**src/sbsc_pkg.sv**
```systemverilog
// Shared types and constants for the sieve byte square check block.
// No dependencies; imported by the controller, the datapath and the top level.
package sbsc_pkg;

	localparam int unsigned WORD_BITS  = 32;
	localparam int unsigned WIDE_BITS  = 64;
	localparam int unsigned COUNT_BITS = 33;
	localparam int unsigned MASK_BITS  = 8;
	localparam int unsigned FIELD_IDX_BITS = 29;
	localparam int unsigned S_DATA_BITS = 40;
	localparam int unsigned M_DATA_BITS = 104;
	localparam int unsigned CFG_IDX_BITS = 2;
	localparam int unsigned ROOT_STEPS = 32;
	localparam int unsigned STEP_BITS = 5;

	// Configuration register indices.
	localparam logic [CFG_IDX_BITS-1:0] REG_FIRST_ROOT  = 2'd0;
	localparam logic [CFG_IDX_BITS-1:0] REG_SECOND_ROOT = 2'd1;
	localparam logic [CFG_IDX_BITS-1:0] REG_THIRD_ROOT  = 2'd2;

	typedef enum logic [1:0] {
		MUL_B,
		MUL_C,
		MUL_D
	} mul_sel_t;

	typedef struct packed {
		logic     load_item;
		mul_sel_t mul_sel;
		logic     acc_load;
		logic     acc_add;
		logic     cand_load;
		logic     sqrt_init;
		logic     sqrt_step;
		logic     out_load;
	} dp_cmd_t;

	typedef struct packed {
		logic bits_left;
		logic more_after;
		logic out_busy;
	} dp_status_t;

endpackage

```
**src/sieve_byte_square_check_core.sv**
```systemverilog
// Sieve byte square check: one result word per set bit of each sieve byte.
// An item first forms b*b + c*c; each set bit then adds one squaring, one
// subtract, 32 root steps at two bits each and one load, and the load waits
// while the previous output word has not been taken.
// A result appears on the output in the cycle after its load. Reset is
// asynchronous, active low, and clears the roots, the running count and control.
module sieve_byte_square_check_core #(
	parameter int unsigned INDEX_BITS = 29
) (
	input  logic                                  clk,
	input  logic                                  arst_n,
	input  logic                                  s_tvalid,
	output logic                                  s_tready,
	// Fields from bit 0 up: byte_index (29), mask_byte (8), zero padding (3).
	input  logic [sbsc_pkg::S_DATA_BITS-1:0]      s_tdata,
	output logic                                  m_tvalid,
	input  logic                                  m_tready,
	// Fields from bit 0 up: cand_d (32), root_g (32), is_square (1),
	// ones_so_far (33), zero padding (6).
	output logic [sbsc_pkg::M_DATA_BITS-1:0]      m_tdata,
	// last_of_run: set on the word for the byte's highest set bit.
	output logic                                  m_tlast,
	input  logic                                  cfg_valid,
	output logic                                  cfg_ready,
	input  logic [sbsc_pkg::CFG_IDX_BITS-1:0]     cfg_index,
	input  logic [sbsc_pkg::WORD_BITS-1:0]        cfg_data
);
	import sbsc_pkg::*;

	dp_cmd_t    cmd;
	dp_status_t status;
	logic       in_fire;

	// Register writes are always taken; index three is accepted and dropped.
	assign cfg_ready = 1'b1;
	assign in_fire   = s_tvalid & s_tready;

	// The controller walks the set bits from bit 0 upwards. Per item it first
	// forms b*b + c*c on the shared squarer, then for each candidate d squares
	// d, subtracts, and runs the restoring square root. The final remainder
	// tells whether the root is exact.
	sbsc_ctrl u_ctrl (
		.clk      (clk),
		.arst_n   (arst_n),
		.in_fire  (in_fire),
		.status   (status),
		.cmd      (cmd),
		.in_ready (s_tready)
	);

	// The output register lets the next candidate be worked on while a
	// finished word waits to be taken downstream.
	sbsc_dp #(
		.INDEX_BITS (INDEX_BITS)
	) u_dp (
		.clk       (clk),
		.arst_n    (arst_n),
		.cmd       (cmd),
		.status    (status),
		.s_tdata   (s_tdata),
		.cfg_valid (cfg_valid),
		.cfg_index (cfg_index),
		.cfg_data  (cfg_data),
		.m_tvalid  (m_tvalid),
		.m_tready  (m_tready),
		.m_tdata   (m_tdata),
		.m_tlast   (m_tlast)
	);

endmodule

```
**src/sbsc_dp.sv**
```systemverilog
// Datapath of the sieve byte square check: root registers, shared squarer,
// accumulator, two-bits-per-step square root and the output register.
// Depends on sbsc_pkg.
module sbsc_dp #(
	parameter int unsigned INDEX_BITS = 29
) (
	input  logic                                   clk,
	input  logic                                   arst_n,
	input  sbsc_pkg::dp_cmd_t                      cmd,
	output sbsc_pkg::dp_status_t                   status,
	input  logic [sbsc_pkg::S_DATA_BITS-1:0]       s_tdata,
	input  logic                                   cfg_valid,
	input  logic [sbsc_pkg::CFG_IDX_BITS-1:0]      cfg_index,
	input  logic [sbsc_pkg::WORD_BITS-1:0]         cfg_data,
	output logic                                   m_tvalid,
	input  logic                                   m_tready,
	output logic [sbsc_pkg::M_DATA_BITS-1:0]       m_tdata,
	output logic                                   m_tlast
);
	import sbsc_pkg::*;

	logic [WORD_BITS-1:0]  second_q;
	logic [WORD_BITS-1:0]  third_q;
	logic [INDEX_BITS-1:0] idx_q;
	logic [MASK_BITS-1:0]  mask_q;
	logic [WIDE_BITS-1:0]  prod_q;
	logic [WIDE_BITS-1:0]  acc_q;
	logic [WIDE_BITS-1:0]  x_q;
	logic [WORD_BITS+1:0]  rem_q;
	logic [WORD_BITS-1:0]  root_q;
	logic [WORD_BITS-1:0]  cand_q;
	logic [COUNT_BITS-1:0] count_q;
	logic [WORD_BITS-1:0]  out_cand_q;
	logic [WORD_BITS-1:0]  out_root_q;
	logic                  out_sq_q;
	logic [COUNT_BITS-1:0] out_count_q;
	logic                  out_last_q;
	logic                  out_valid_q;

	logic [WORD_BITS-1:0]  mul_op;
	logic [WIDE_BITS-1:0]  square;
	logic [2:0]            low_bit;
	logic [MASK_BITS-1:0]  mask_rest;
	logic [WORD_BITS-1:0]  cand_next;
	logic [WORD_BITS+3:0]  rem_sh;
	logic [WORD_BITS+3:0]  trial;
	logic                  take;

	// The first root is not stored: its square would enter the sum and be taken
	// out again, which cancels exactly modulo 2^64, so it is left out of the sum.
	always_ff @(posedge clk or negedge arst_n) begin
		if (!arst_n) begin
			second_q <= '0;
			third_q  <= '0;
		end else if (cfg_valid) begin
			if (cfg_index == REG_SECOND_ROOT) begin
				second_q <= cfg_data;
			end else if (cfg_index == REG_THIRD_ROOT) begin
				third_q <= cfg_data;
			end
		end
	end

	always_comb begin
		low_bit = 3'd0;
		for (int k = MASK_BITS - 1; k >= 0; k--) begin
			if (mask_q[k]) begin
				low_bit = 3'(k);
			end
		end
	end

	assign mask_rest = mask_q & (mask_q - 8'd1);
	assign cand_next = WORD_BITS'({idx_q, 3'd7 - low_bit});

	always_comb begin
		unique case (cmd.mul_sel)
			MUL_B:   mul_op = second_q;
			MUL_C:   mul_op = third_q;
			MUL_D:   mul_op = cand_next;
			default: mul_op = second_q;
		endcase
	end

	assign square = {32'd0, mul_op} * {32'd0, mul_op};

	assign rem_sh = {rem_q, x_q[WIDE_BITS-1 -: 2]};
	assign trial  = {2'b00, root_q, 2'b01};

	always_ff @(posedge clk) begin
		prod_q <= square;
		if (cmd.load_item) begin
			idx_q <= s_tdata[INDEX_BITS-1:0];
		end
		if (cmd.acc_load) begin
			acc_q <= prod_q;
		end else if (cmd.acc_add) begin
			acc_q <= acc_q + prod_q;
		end
		if (cmd.cand_load) begin
			cand_q <= cand_next;
		end
		if (cmd.sqrt_init) begin
			x_q    <= acc_q - prod_q;
			rem_q  <= '0;
			root_q <= '0;
		end else if (cmd.sqrt_step) begin
			x_q <= {x_q[WIDE_BITS-3:0], 2'b00};
			if (rem_sh >= trial) begin
				rem_q  <= (WORD_BITS+2)'(rem_sh - trial);
				root_q <= {root_q[WORD_BITS-2:0], 1'b1};
			end else begin
				rem_q  <= (WORD_BITS+2)'(rem_sh);
				root_q <= {root_q[WORD_BITS-2:0], 1'b0};
			end
		end
		if (cmd.out_load) begin
			out_cand_q  <= cand_q;
			out_root_q  <= root_q;
			out_sq_q    <= (rem_q == '0);
			out_count_q <= count_q + 33'd1;
			out_last_q  <= ~|mask_rest;
		end
	end

	assign take = out_valid_q & m_tready;

	always_ff @(posedge clk or negedge arst_n) begin
		if (!arst_n) begin
			mask_q      <= '0;
			count_q     <= '0;
			out_valid_q <= 1'b0;
		end else begin
			if (cmd.load_item) begin
				mask_q <= s_tdata[FIELD_IDX_BITS +: MASK_BITS];
			end else if (cmd.out_load) begin
				mask_q <= mask_rest;
			end
			if (cmd.out_load) begin
				count_q     <= count_q + 33'd1;
				out_valid_q <= 1'b1;
			end else if (take) begin
				out_valid_q <= 1'b0;
			end
		end
	end

	assign status.bits_left  = |mask_q;
	assign status.more_after = |mask_rest;
	assign status.out_busy   = out_valid_q & ~m_tready;

	assign m_tvalid = out_valid_q;
	assign m_tlast  = out_last_q;
	assign m_tdata  = {6'd0, out_count_q, out_sq_q, out_root_q, out_cand_q};

endmodule

```
**src/sbsc_ctrl.sv**
```systemverilog
// Controller of the sieve byte square check: sequences the squarer, the
// accumulator, the root iterations and the output load. Depends on sbsc_pkg.
module sbsc_ctrl (
	input  logic                  clk,
	input  logic                  arst_n,
	input  logic                  in_fire,
	input  sbsc_pkg::dp_status_t  status,
	output sbsc_pkg::dp_cmd_t     cmd,
	output logic                  in_ready
);
	import sbsc_pkg::*;

	typedef enum logic [2:0] {
		ST_IDLE,
		ST_SQB,
		ST_SQC,
		ST_SUM,
		ST_SQD,
		ST_SUB,
		ST_ROOT,
		ST_DONE
	} state_t;

	state_t               state_q;
	logic [STEP_BITS-1:0] step_q;
	logic                 ready_q;

	always_ff @(posedge clk or negedge arst_n) begin
		if (!arst_n) begin
			state_q <= ST_IDLE;
			step_q  <= '0;
			ready_q <= 1'b1;
		end else begin
			unique case (state_q)
				ST_IDLE: begin
					if (in_fire) begin
						state_q <= ST_SQB;
						ready_q <= 1'b0;
					end
				end
				ST_SQB: state_q <= ST_SQC;
				ST_SQC: state_q <= ST_SUM;
				ST_SUM: begin
					if (status.bits_left) begin
						state_q <= ST_SQD;
					end else begin
						state_q <= ST_IDLE;
						ready_q <= 1'b1;
					end
				end
				ST_SQD: state_q <= ST_SUB;
				ST_SUB: begin
					state_q <= ST_ROOT;
					step_q  <= '0;
				end
				ST_ROOT: begin
					step_q <= step_q + 5'd1;
					if (step_q == STEP_BITS'(ROOT_STEPS - 1)) begin
						state_q <= ST_DONE;
					end
				end
				ST_DONE: begin
					if (!status.out_busy) begin
						if (status.more_after) begin
							state_q <= ST_SQD;
						end else begin
							state_q <= ST_IDLE;
							ready_q <= 1'b1;
						end
					end
				end
				default: state_q <= ST_IDLE;
			endcase
		end
	end

	always_comb begin
		cmd           = '0;
		cmd.mul_sel   = MUL_B;
		cmd.load_item = (state_q == ST_IDLE) && in_fire;
		unique case (state_q)
			ST_SQC:  begin
				cmd.mul_sel  = MUL_C;
				cmd.acc_load = 1'b1;
			end
			ST_SUM:  cmd.acc_add = 1'b1;
			ST_SQD:  begin
				cmd.mul_sel   = MUL_D;
				cmd.cand_load = 1'b1;
			end
			ST_SUB:  cmd.sqrt_init = 1'b1;
			ST_ROOT: cmd.sqrt_step = 1'b1;
			ST_DONE: cmd.out_load  = ~status.out_busy;
			default: cmd.mul_sel   = MUL_B;
		endcase
	end

	assign in_ready = ready_q;

endmodule

```
**config.mk**
```make
export PLATFORM = sky130hd
export DESIGN_NAME = sieve_byte_square_check_core
export DESIGN_NICKNAME = d
export VERILOG_FILES = /design/src/sbsc_pkg.sv /design/src/sieve_byte_square_check_core.sv /design/src/sbsc_dp.sv /design/src/sbsc_ctrl.sv
export SDC_FILE = /design/constraint.sdc
export NUM_CORES = 2
export LEC_CHECK = 0
export BUFFER_PORTS_ARGS = -buffer_cell sky130_fd_sc_hd__buf_4
export CORE_UTILIZATION = 41
export DETAILED_ROUTE_END_ITERATION = 10
export REMOVE_ABC_BUFFERS = 1
export SYNTH_ARGS = -nofsm -noshare
export SYNTH_HDL_FRONTEND = slang
export SYNTH_SLANG_ARGS = --single-unit
```
**constraint.sdc**
```tcl
create_clock -name clk -period 9.39 [get_ports clk]
set_input_delay 0 -clock clk [delete_from_list [all_inputs] [get_ports clk]]
set_output_delay 0 -clock clk [all_outputs]
set_load 0.01 [all_outputs]
```
Yosys cells after proc, flatten, opt, wreduce, memory -nomap -nowiden
Index checks and enable logic that the tools add are counted.
{"block": "word_totals", "latch_bits": 0, "memories": 0, "ff_bits": 533, "output_inout_bits": 108, "input_bits": 79, "ramBits": 0, "rom_bits": 0, "elab_cells": 107}
{"block": "classes", "addsub": 7, "order_cmp": 1, "n_eq_ne": 17, "mux": 38, "n_bitwise": 7, "multipliers": 1, "n_reduce_logical": 16, "div_mod_pow": 0, "n_shift": 0}
{"cell": "2-to-1 mux 64 bit", "count": 4}
{"cell": "adder 64 bit", "count": 1}
{"cell": "multiplier 32 x 32 -> 64 bit", "count": 1}
{"cell": "case mux 32 bit (2 select lines)", "count": 1}
{"cell": "subtractor 64 bit", "count": 1}
{"cell": "2-to-1 mux 3 bit", "count": 13}
{"cell": ">= comparator 36 x 34 -> 1 bit", "count": 1}
{"cell": "zero test 34 bit", "count": 1}
{"cell": "2-to-1 mux 34 bit", "count": 1}
{"cell": "subtractor 34 bit", "count": 1}
{"cell": "adder 33 x 1 -> 33 bit (second input constant)", "count": 1}
{"cell": "case mux 3 bit (8 select lines)", "count": 1}
{"cell": "2-to-1 mux 8 bit", "count": 2}
{"cell": "OR reduction 8 bit", "count": 2}
{"cell": "2-to-1 mux 1 bit", "count": 13}
{"cell": "equality test 3 bit (second input constant)", "count": 4}
{"cell": "case mux 5 bit (2 select lines)", "count": 1}
{"cell": "nonzero test 2 bit", "count": 5}
{"cell": "bitwise AND 8 bit", "count": 1}
{"cell": "subtractor 8 x 1 -> 8 bit (second input constant)", "count": 1}
{"cell": "equality test 3 x 2 -> 1 bit (second input constant)", "count": 2}
{"cell": "inequality test 2 bit (second input constant)", "count": 3}
{"cell": "AND reduction 3 bit", "count": 2}
{"cell": "adder 5 x 1 -> 5 bit (second input constant)", "count": 1}
{"cell": "other kinds (16)", "count": 23}

Longest topological paths before layout
{"block": "depth", "word_depth": 11, "ltp_mapped": 40, "ltp_nobuf": 37}

Modules after synthesis
A second synthesis with hierarchy kept.
{"block": "unflattened", "cells_unflattened": 6017, "area_unflattened_um2": 58095.7}
{"module": "sbsc_dp", "n_inst": 1, "area_each_um2": 57423.8, "cells_per_inst": 5948, "seq_area_each_um2": 13883.3}
{"module": "sbsc_ctrl", "n_inst": 1, "area_each_um2": 654.4, "cells_per_inst": 66, "seq_area_each_um2": 226.5}
{"module": "sieve_byte_square_check_core", "n_inst": 1, "area_each_um2": 17.5, "cells_per_inst": 3, "seq_area_each_um2": 0.0}

Least setup slack after synthesis
Ideal clock, no wire load.
{"block": "synth_timing", "path_type": "register to register", "start": "register u_ctrl.state_q[0]", "end": "register u_dp.prod_q[59]", "t_required_ps": 9269, "path_buffers": 2, "t_arrival_ps": 9612, "stages_incl_launch_ff": 34, "synth_period_minus_slack_ps": 9733, "slack_ps": -343, "setup_time_ps": 121, "cell_sequence": "dfrtp_1 -> inv_1 -> ha_1 -> nand2_1 -> inv_1 -> nor2_1 -> a221oi_1 -> clkinv_1 -> clkbuf_1 -> nand2_1 -> inv_1 -> fa_1 -> fa_1 -> inv_1 -> fa_1 -> fa_1 -> fa_1 -> inv_1 -> fa_1 -> fa_1 -> inv_1 -> fa_1 -> inv_1 -> ha_1 -> clkbuf_1 -> a21o_1 -> a311o_1 -> or3_1 -> a32o_1 -> a311oi_2 -> nor3_1 -> a41o_1 -> a21oi_2 -> xnor2_1"}
{"block": "synth_between", "elab_chain_len": 5, "elab_cells_between_ends": 7, "classes_between": "1 x mul; 4 x eq/ne; 2 x mux"}
{"element": "from (decl)", "line": "sbsc_ctrl.sv:24", "source": "state_t state_q;"}
{"element": "from (signal assigned)", "line": "sbsc_ctrl.sv:30", "source": "state_q <= ST_IDLE;"}
{"element": "from (signal assigned)", "line": "sbsc_ctrl.sv:37", "source": "state_q <= ST_SQB;"}
{"element": "from (signal assigned)", "line": "sbsc_ctrl.sv:41", "source": "ST_SQB: state_q <= ST_SQC;"}
{"element": "equality test 3 bit / equality test 3 x 2 -> 1 bit (equally long branches)", "line": "sbsc_ctrl.sv:81", "source": "unique case (state_q)"}
{"element": "case mux 2 bit (2 select lines) *", "line": "sbsc_ctrl.sv:81"}
{"element": "equality test 2 bit / equality test 2 x 1 -> 1 bit (equally long branches)", "line": "sbsc_dp.sv:77", "source": "unique case (cmd.mul_sel)"}
{"element": "case mux 32 bit (2 select lines) *", "line": "sbsc_dp.sv:77"}
{"element": "multiplier 32 x 32 -> 64 bit *", "line": "sbsc_dp.sv:85", "source": "assign square = {32'd0, mul_op} * {32'd0, mul_op};"}
{"element": "via u_dp.square[59]", "line": "sbsc_dp.sv:41", "source": "logic [WIDE_BITS-1:0] square;"}
{"element": "to (signal assigned)", "line": "sbsc_dp.sv:91", "source": "prod_q <= square;"}
{"element": "to (decl)", "line": "sbsc_dp.sv:26", "source": "logic [WIDE_BITS-1:0] prod_q;"}
The timed path passes the listed nets; every way through them passes the cells marked *.
A chain may end at the register's enable or synchronous reset.

Worst setup path after layout
{"block": "layout_timing", "start": "register u_ctrl.state_q[1]", "end": "register u_dp.prod_q[59]"}
Same word-level chain as after synthesis.

==> impl_summary.txt <==
----------------------------------------------------
[Worst setup path]
  Startpoint of the worst register-to-register path ... u_ctrl.state_q[1]$_DFFE_PN0P_
  FF-to-FF setup slack ... 0.31 ns
  CP dominant cell by count ... fa_1
  Cell with the biggest individual delay on the critical path ... fa_1
  Element type at the critical path end ... flip-flop
  Data arrival, critical path ... 9.64 ns
  Maximum single-stage delay on the critical path ... 0.53 ns
  Terminus of the critical flop-to-flop path ... u_dp.prod_q[59]$_DFF_P_
  Number of cells traversed by the worst register-to-register path ... 33
  Worst-path maximum fanout ... 16
  Crit Path Category ... flip-flop to flip-flop
  Data required time of the critical path ... ~10 ns
  Worst setup SP type ... flip-flop

[Synthesis]
  XOR/XNOR share of the synthesized area ... between 4 and 5%
  Count of synthesis-stage warnings from yosys ... 0
  Avg Synthesized Cell Area ... approximately 9.5 um^2
  Count of flip-flops with a built-in enable after synthesis ... roughly 290
  Syn Std Cell Area ... 0.0566 mm^2
  Most instantiated flip-flop cell in the synthesis netlist ... edfxtp_1
  Post-synthesis compound-gate area fraction ... between 10% and 20%
  Top-area cell type share of the netlist area ... 28.4%
  Main combinational cell family by area after synthesis ... adder cells
  Post-synthesis simple-gate area fraction ... 11.1%
  Cell taking the most area after synthesis ... fa_1
  Gate Count Post-Synth ... between 5000 and 6000
  Ranking of synthesized cells by instance count ... inv_1 (1102), fa_1 (801), nand2_1 (577)
  Seq cells post-synth ... between 500 and 600
  Most used standard cell by instance count after synthesis ... inv_1
  Cells taking the most area after synthesis ... fa_1 (28%), edfxtp_1 (15%), ha_1 (9.8%)
  Mux share of post-synthesis cell area ... under 10%
  Synthesized-area fraction occupied by adder cells ... a little under two fifths
  Async S/R FF share, synth ... 21.6%
  Distinct cell type count of the synthesized netlist ... between 80 and 90
  Sequential-to-total area share from yosys stat ... 25.0%

[Hold path]
  WHS Endpoint ... u_dp.idx_q[1]$_DFFE_PP_
  Hold path depth ... 2
  Start point of the worst min-delay path ... s_tdata[1]
  Worst min path class ... input port to flip-flop

[Clocking]
  Clock-pin slew of the registers on the worst-case setup and hold paths ... around 0.07 ns
  Inserted Clock Buffers ... between 50 and 60
  Clock latency at the later pin of the worst-skew pair ... between 0.6 and 0.7 ns
  Number of sinks handled by clock tree synthesis ... 532
  CTS HTree Levels ... 2
  Maximum buffer depth of the clock tree ... 3
  CTS tree ... built
  Root Buffer Master ... clkbuf_16

[Global route]
  Via count of the first global-routing pass ... 44344
  First-pass GRT wire length ... approximately 240000 um
  Largest net degree at the start of global routing ... between 70 and 80
  Remaining Overflow, GRT ... 0
  Antenna violations before repair ... 1
  GR Util All Layers ... between 20 and 25%

[Layout]
  Area taken by multi-input logic gates ... between 0.03 and 0.04 mm^2
  Filler cells ... roughly 13000
  Post-layout instance count excluding filler cells ... a little over 8000
  Area of all placed cells without fillers ... approximately 0.065 mm^2
  FF/Latch Area ... approximately 0.014 mm^2
  Fraction of final layout cells sized beyond drive strength 1 ... between 10% and 20%
  Number of nets in the layout ... between 7000 and 8000
  Synthesis-to-layout area growth ... 14.4%

[Floorplanning]
  Die width ... approximately 370 um
  Chip height ... ~370 um
  Placeable Area ... 0.136 mm^2
  Effective utilization at floorplan ... 41.5%
  Full die area ... 0.139 mm^2
  Count of pins on the block boundary ... roughly 190
  Row count ... roughly 140

[Placement]
  Post-Place Cells ... approximately 7900
  Port bufs ... about 180
  Global placement routability congestion ... 0.953
  Half-perimeter wire length after detailed placement ... roughly 120000 um
  Placement-stage cell area ... 0.0614 mm^2

[Drt]
  Via density per instance ... 5.23
  Total vias in the final route ... around 42000
  Final ANT Viol Nets ... 0
  Detailed Route WL ... between 150000 and 200000 um
  Remaining design rule violation count ... 0
  Number of DRC markers in iteration 0 ... 3244
  Average wire length per cell after detail routing ... between 15 and 20 um
  Detailed-routing iteration count for the pre-antenna-repair pass ... 6

[STA]
  Finish-stage setup viols ... 0
  Pin slew with the least headroom to its limit ... between 1 and 1.5 ns
  Final Hold Fails ... 0
  Slew HR ... 17.7%
  Setup TNS ... 0 ns
  Final worst-path cycle share ... approximately 97%
  Final min period ... between 9 and 10 ns
  Final Skew ... roughly 0.045 ns
  Maximum achievable frequency ... ~110 MHz
  Total count of max-transition violations in the final report ... 0

[Outcome]
  Run status ... complete, no violations

[Job]
  Maximum capacitance violations ... 0

----------------------------------------------------
## cell families (layout without fill, tap and decap cells)
logic type	Yosys count	in the layout
and+or+nand+nor	1457	1457
buffers and inverters	1360	1741
adders and majority gates	1243	1243
AOI/OAI and AO/OA	993	993
DFF	532	532
xor gates and xnor gates	285	285
muxes	70	70
other	2	8
## cell usage in the layout, fill, tap and decap left out, types with 113 or more instances in the layout
master / instances
inv_1: 1091
nor2_1: 492
xnor2_1: 187
fa_1: 800
buf_4: 408
ha_1: 436
o21ai_0: 262
edfxtp_1: 288
dfrtp_1: 113
nand2_1: 574
a21oi_1: 300
dfxtp_1: 129
## worst max-delay path, delay by kind of cell (launching register included)
family / cells / cell delay [ns]
adders and majority gates: 10 / 4.51
AOI/OAI and AO/OA: 9 / 2.25
buffers and inverters: 8 / 0.82
and+or+nand+nor: 5 / 0.80
DFF: 1 / 0.42
xor gates and xnor gates: 1 / 0.13
## repair_timing
| item | 4_1_cts | 5_1_grt |
|---|---|---|
| gates cloned | 0 | 1 |
| hold endpoints to repair | 152 | 0 |
| setup buffers | 2 | 15 |
| resized for setup | 8 | 76 |
| hold buffers | 75 | 0 |
| setup endpoints to repair | 5 | 16 |
| pin swaps | 0 | 16 |
## stage by stage
step	utilization [%]	hold WS, ns	setup WS, ns
after global routing	47.5	0.0246	-0.00797
after CTS	47.2	0.000231	-0.0105
after global placement	45.1	0.0587	-0.0225
after detailed placement	45.1	0.0607	-0.155
final	47.5	0.0544	0.313
after floorplan	-	-0.296	-3.15
## state kept, by name, indices dropped and copies added, names as in the netlist, 3 cells and up
register	flops
u_dp.x_q	64
u_dp.second_q	32
u_ctrl.state_q	3
u_dp.mask_q	8
u_dp.third_q	32
u_dp.rem_q	34
u_dp.acc_q	64
u_dp.out_root_q	32
u_dp.idx_q	29
u_dp.cand_q	32
u_ctrl.step_q	5
u_dp.out_count_q	33
u_dp.root_q	32
u_dp.out_cand_q	32
u_dp.count_q	33
u_dp.prod_q	63
## layout make-up
type / count / share of cell area (%)
clock inverter: 38 / 0.687
sequential: 532 / 21.8
tap: 1781 / 3.45
inverter: 1115 / 6.50
multi-input combinational: 4055 / 58.2
timing repair buffer: 515 / 6.76
clock buffer: 73 / 2.54
antenna: 1 / 0.00387
## worst max path at each step
| stage | from | end | cells past startpoint |
|---|---|---|---|
| global placement | u_ctrl.state_q[1]$_DFFE_PN0P_ | u_dp.prod_q[60]$_DFF_P_ | 35 |
| floorplan | u_ctrl.state_q[0]$_DFFE_PN0P_ | u_dp.prod_q[60]$_DFF_P_ | 31 |
| detailed placement | u_ctrl.state_q[1]$_DFFE_PN0P_ | u_dp.prod_q[60]$_DFF_P_ | 35 |
| global route | u_ctrl.state_q[1]$_DFFE_PN0P_ | u_dp.prod_q[59]$_DFF_P_ | 35 |
| finish | u_ctrl.state_q[1]$_DFFE_PN0P_ | u_dp.prod_q[59]$_DFF_P_ | 33 |
| CTS | u_ctrl.state_q[1]$_DFFE_PN0P_ | u_dp.prod_q[59]$_DFF_P_ | 29 |
## per-layer routing
layer / wire length (um) / part of all wire, % / GRT usage [%]
met1: 64100 / 42 / 28.8
met2: 75300 / 49 / 37.6
met3: 9080 / 5.9 / 3.31
met4: 4640 / 3.0 / 6.76
met5: 19 / 0.012 / 0
Power is left out: the tool's default activity adds up to more than one toggle a clock period on the data nets, which glitch-free logic cannot reach.
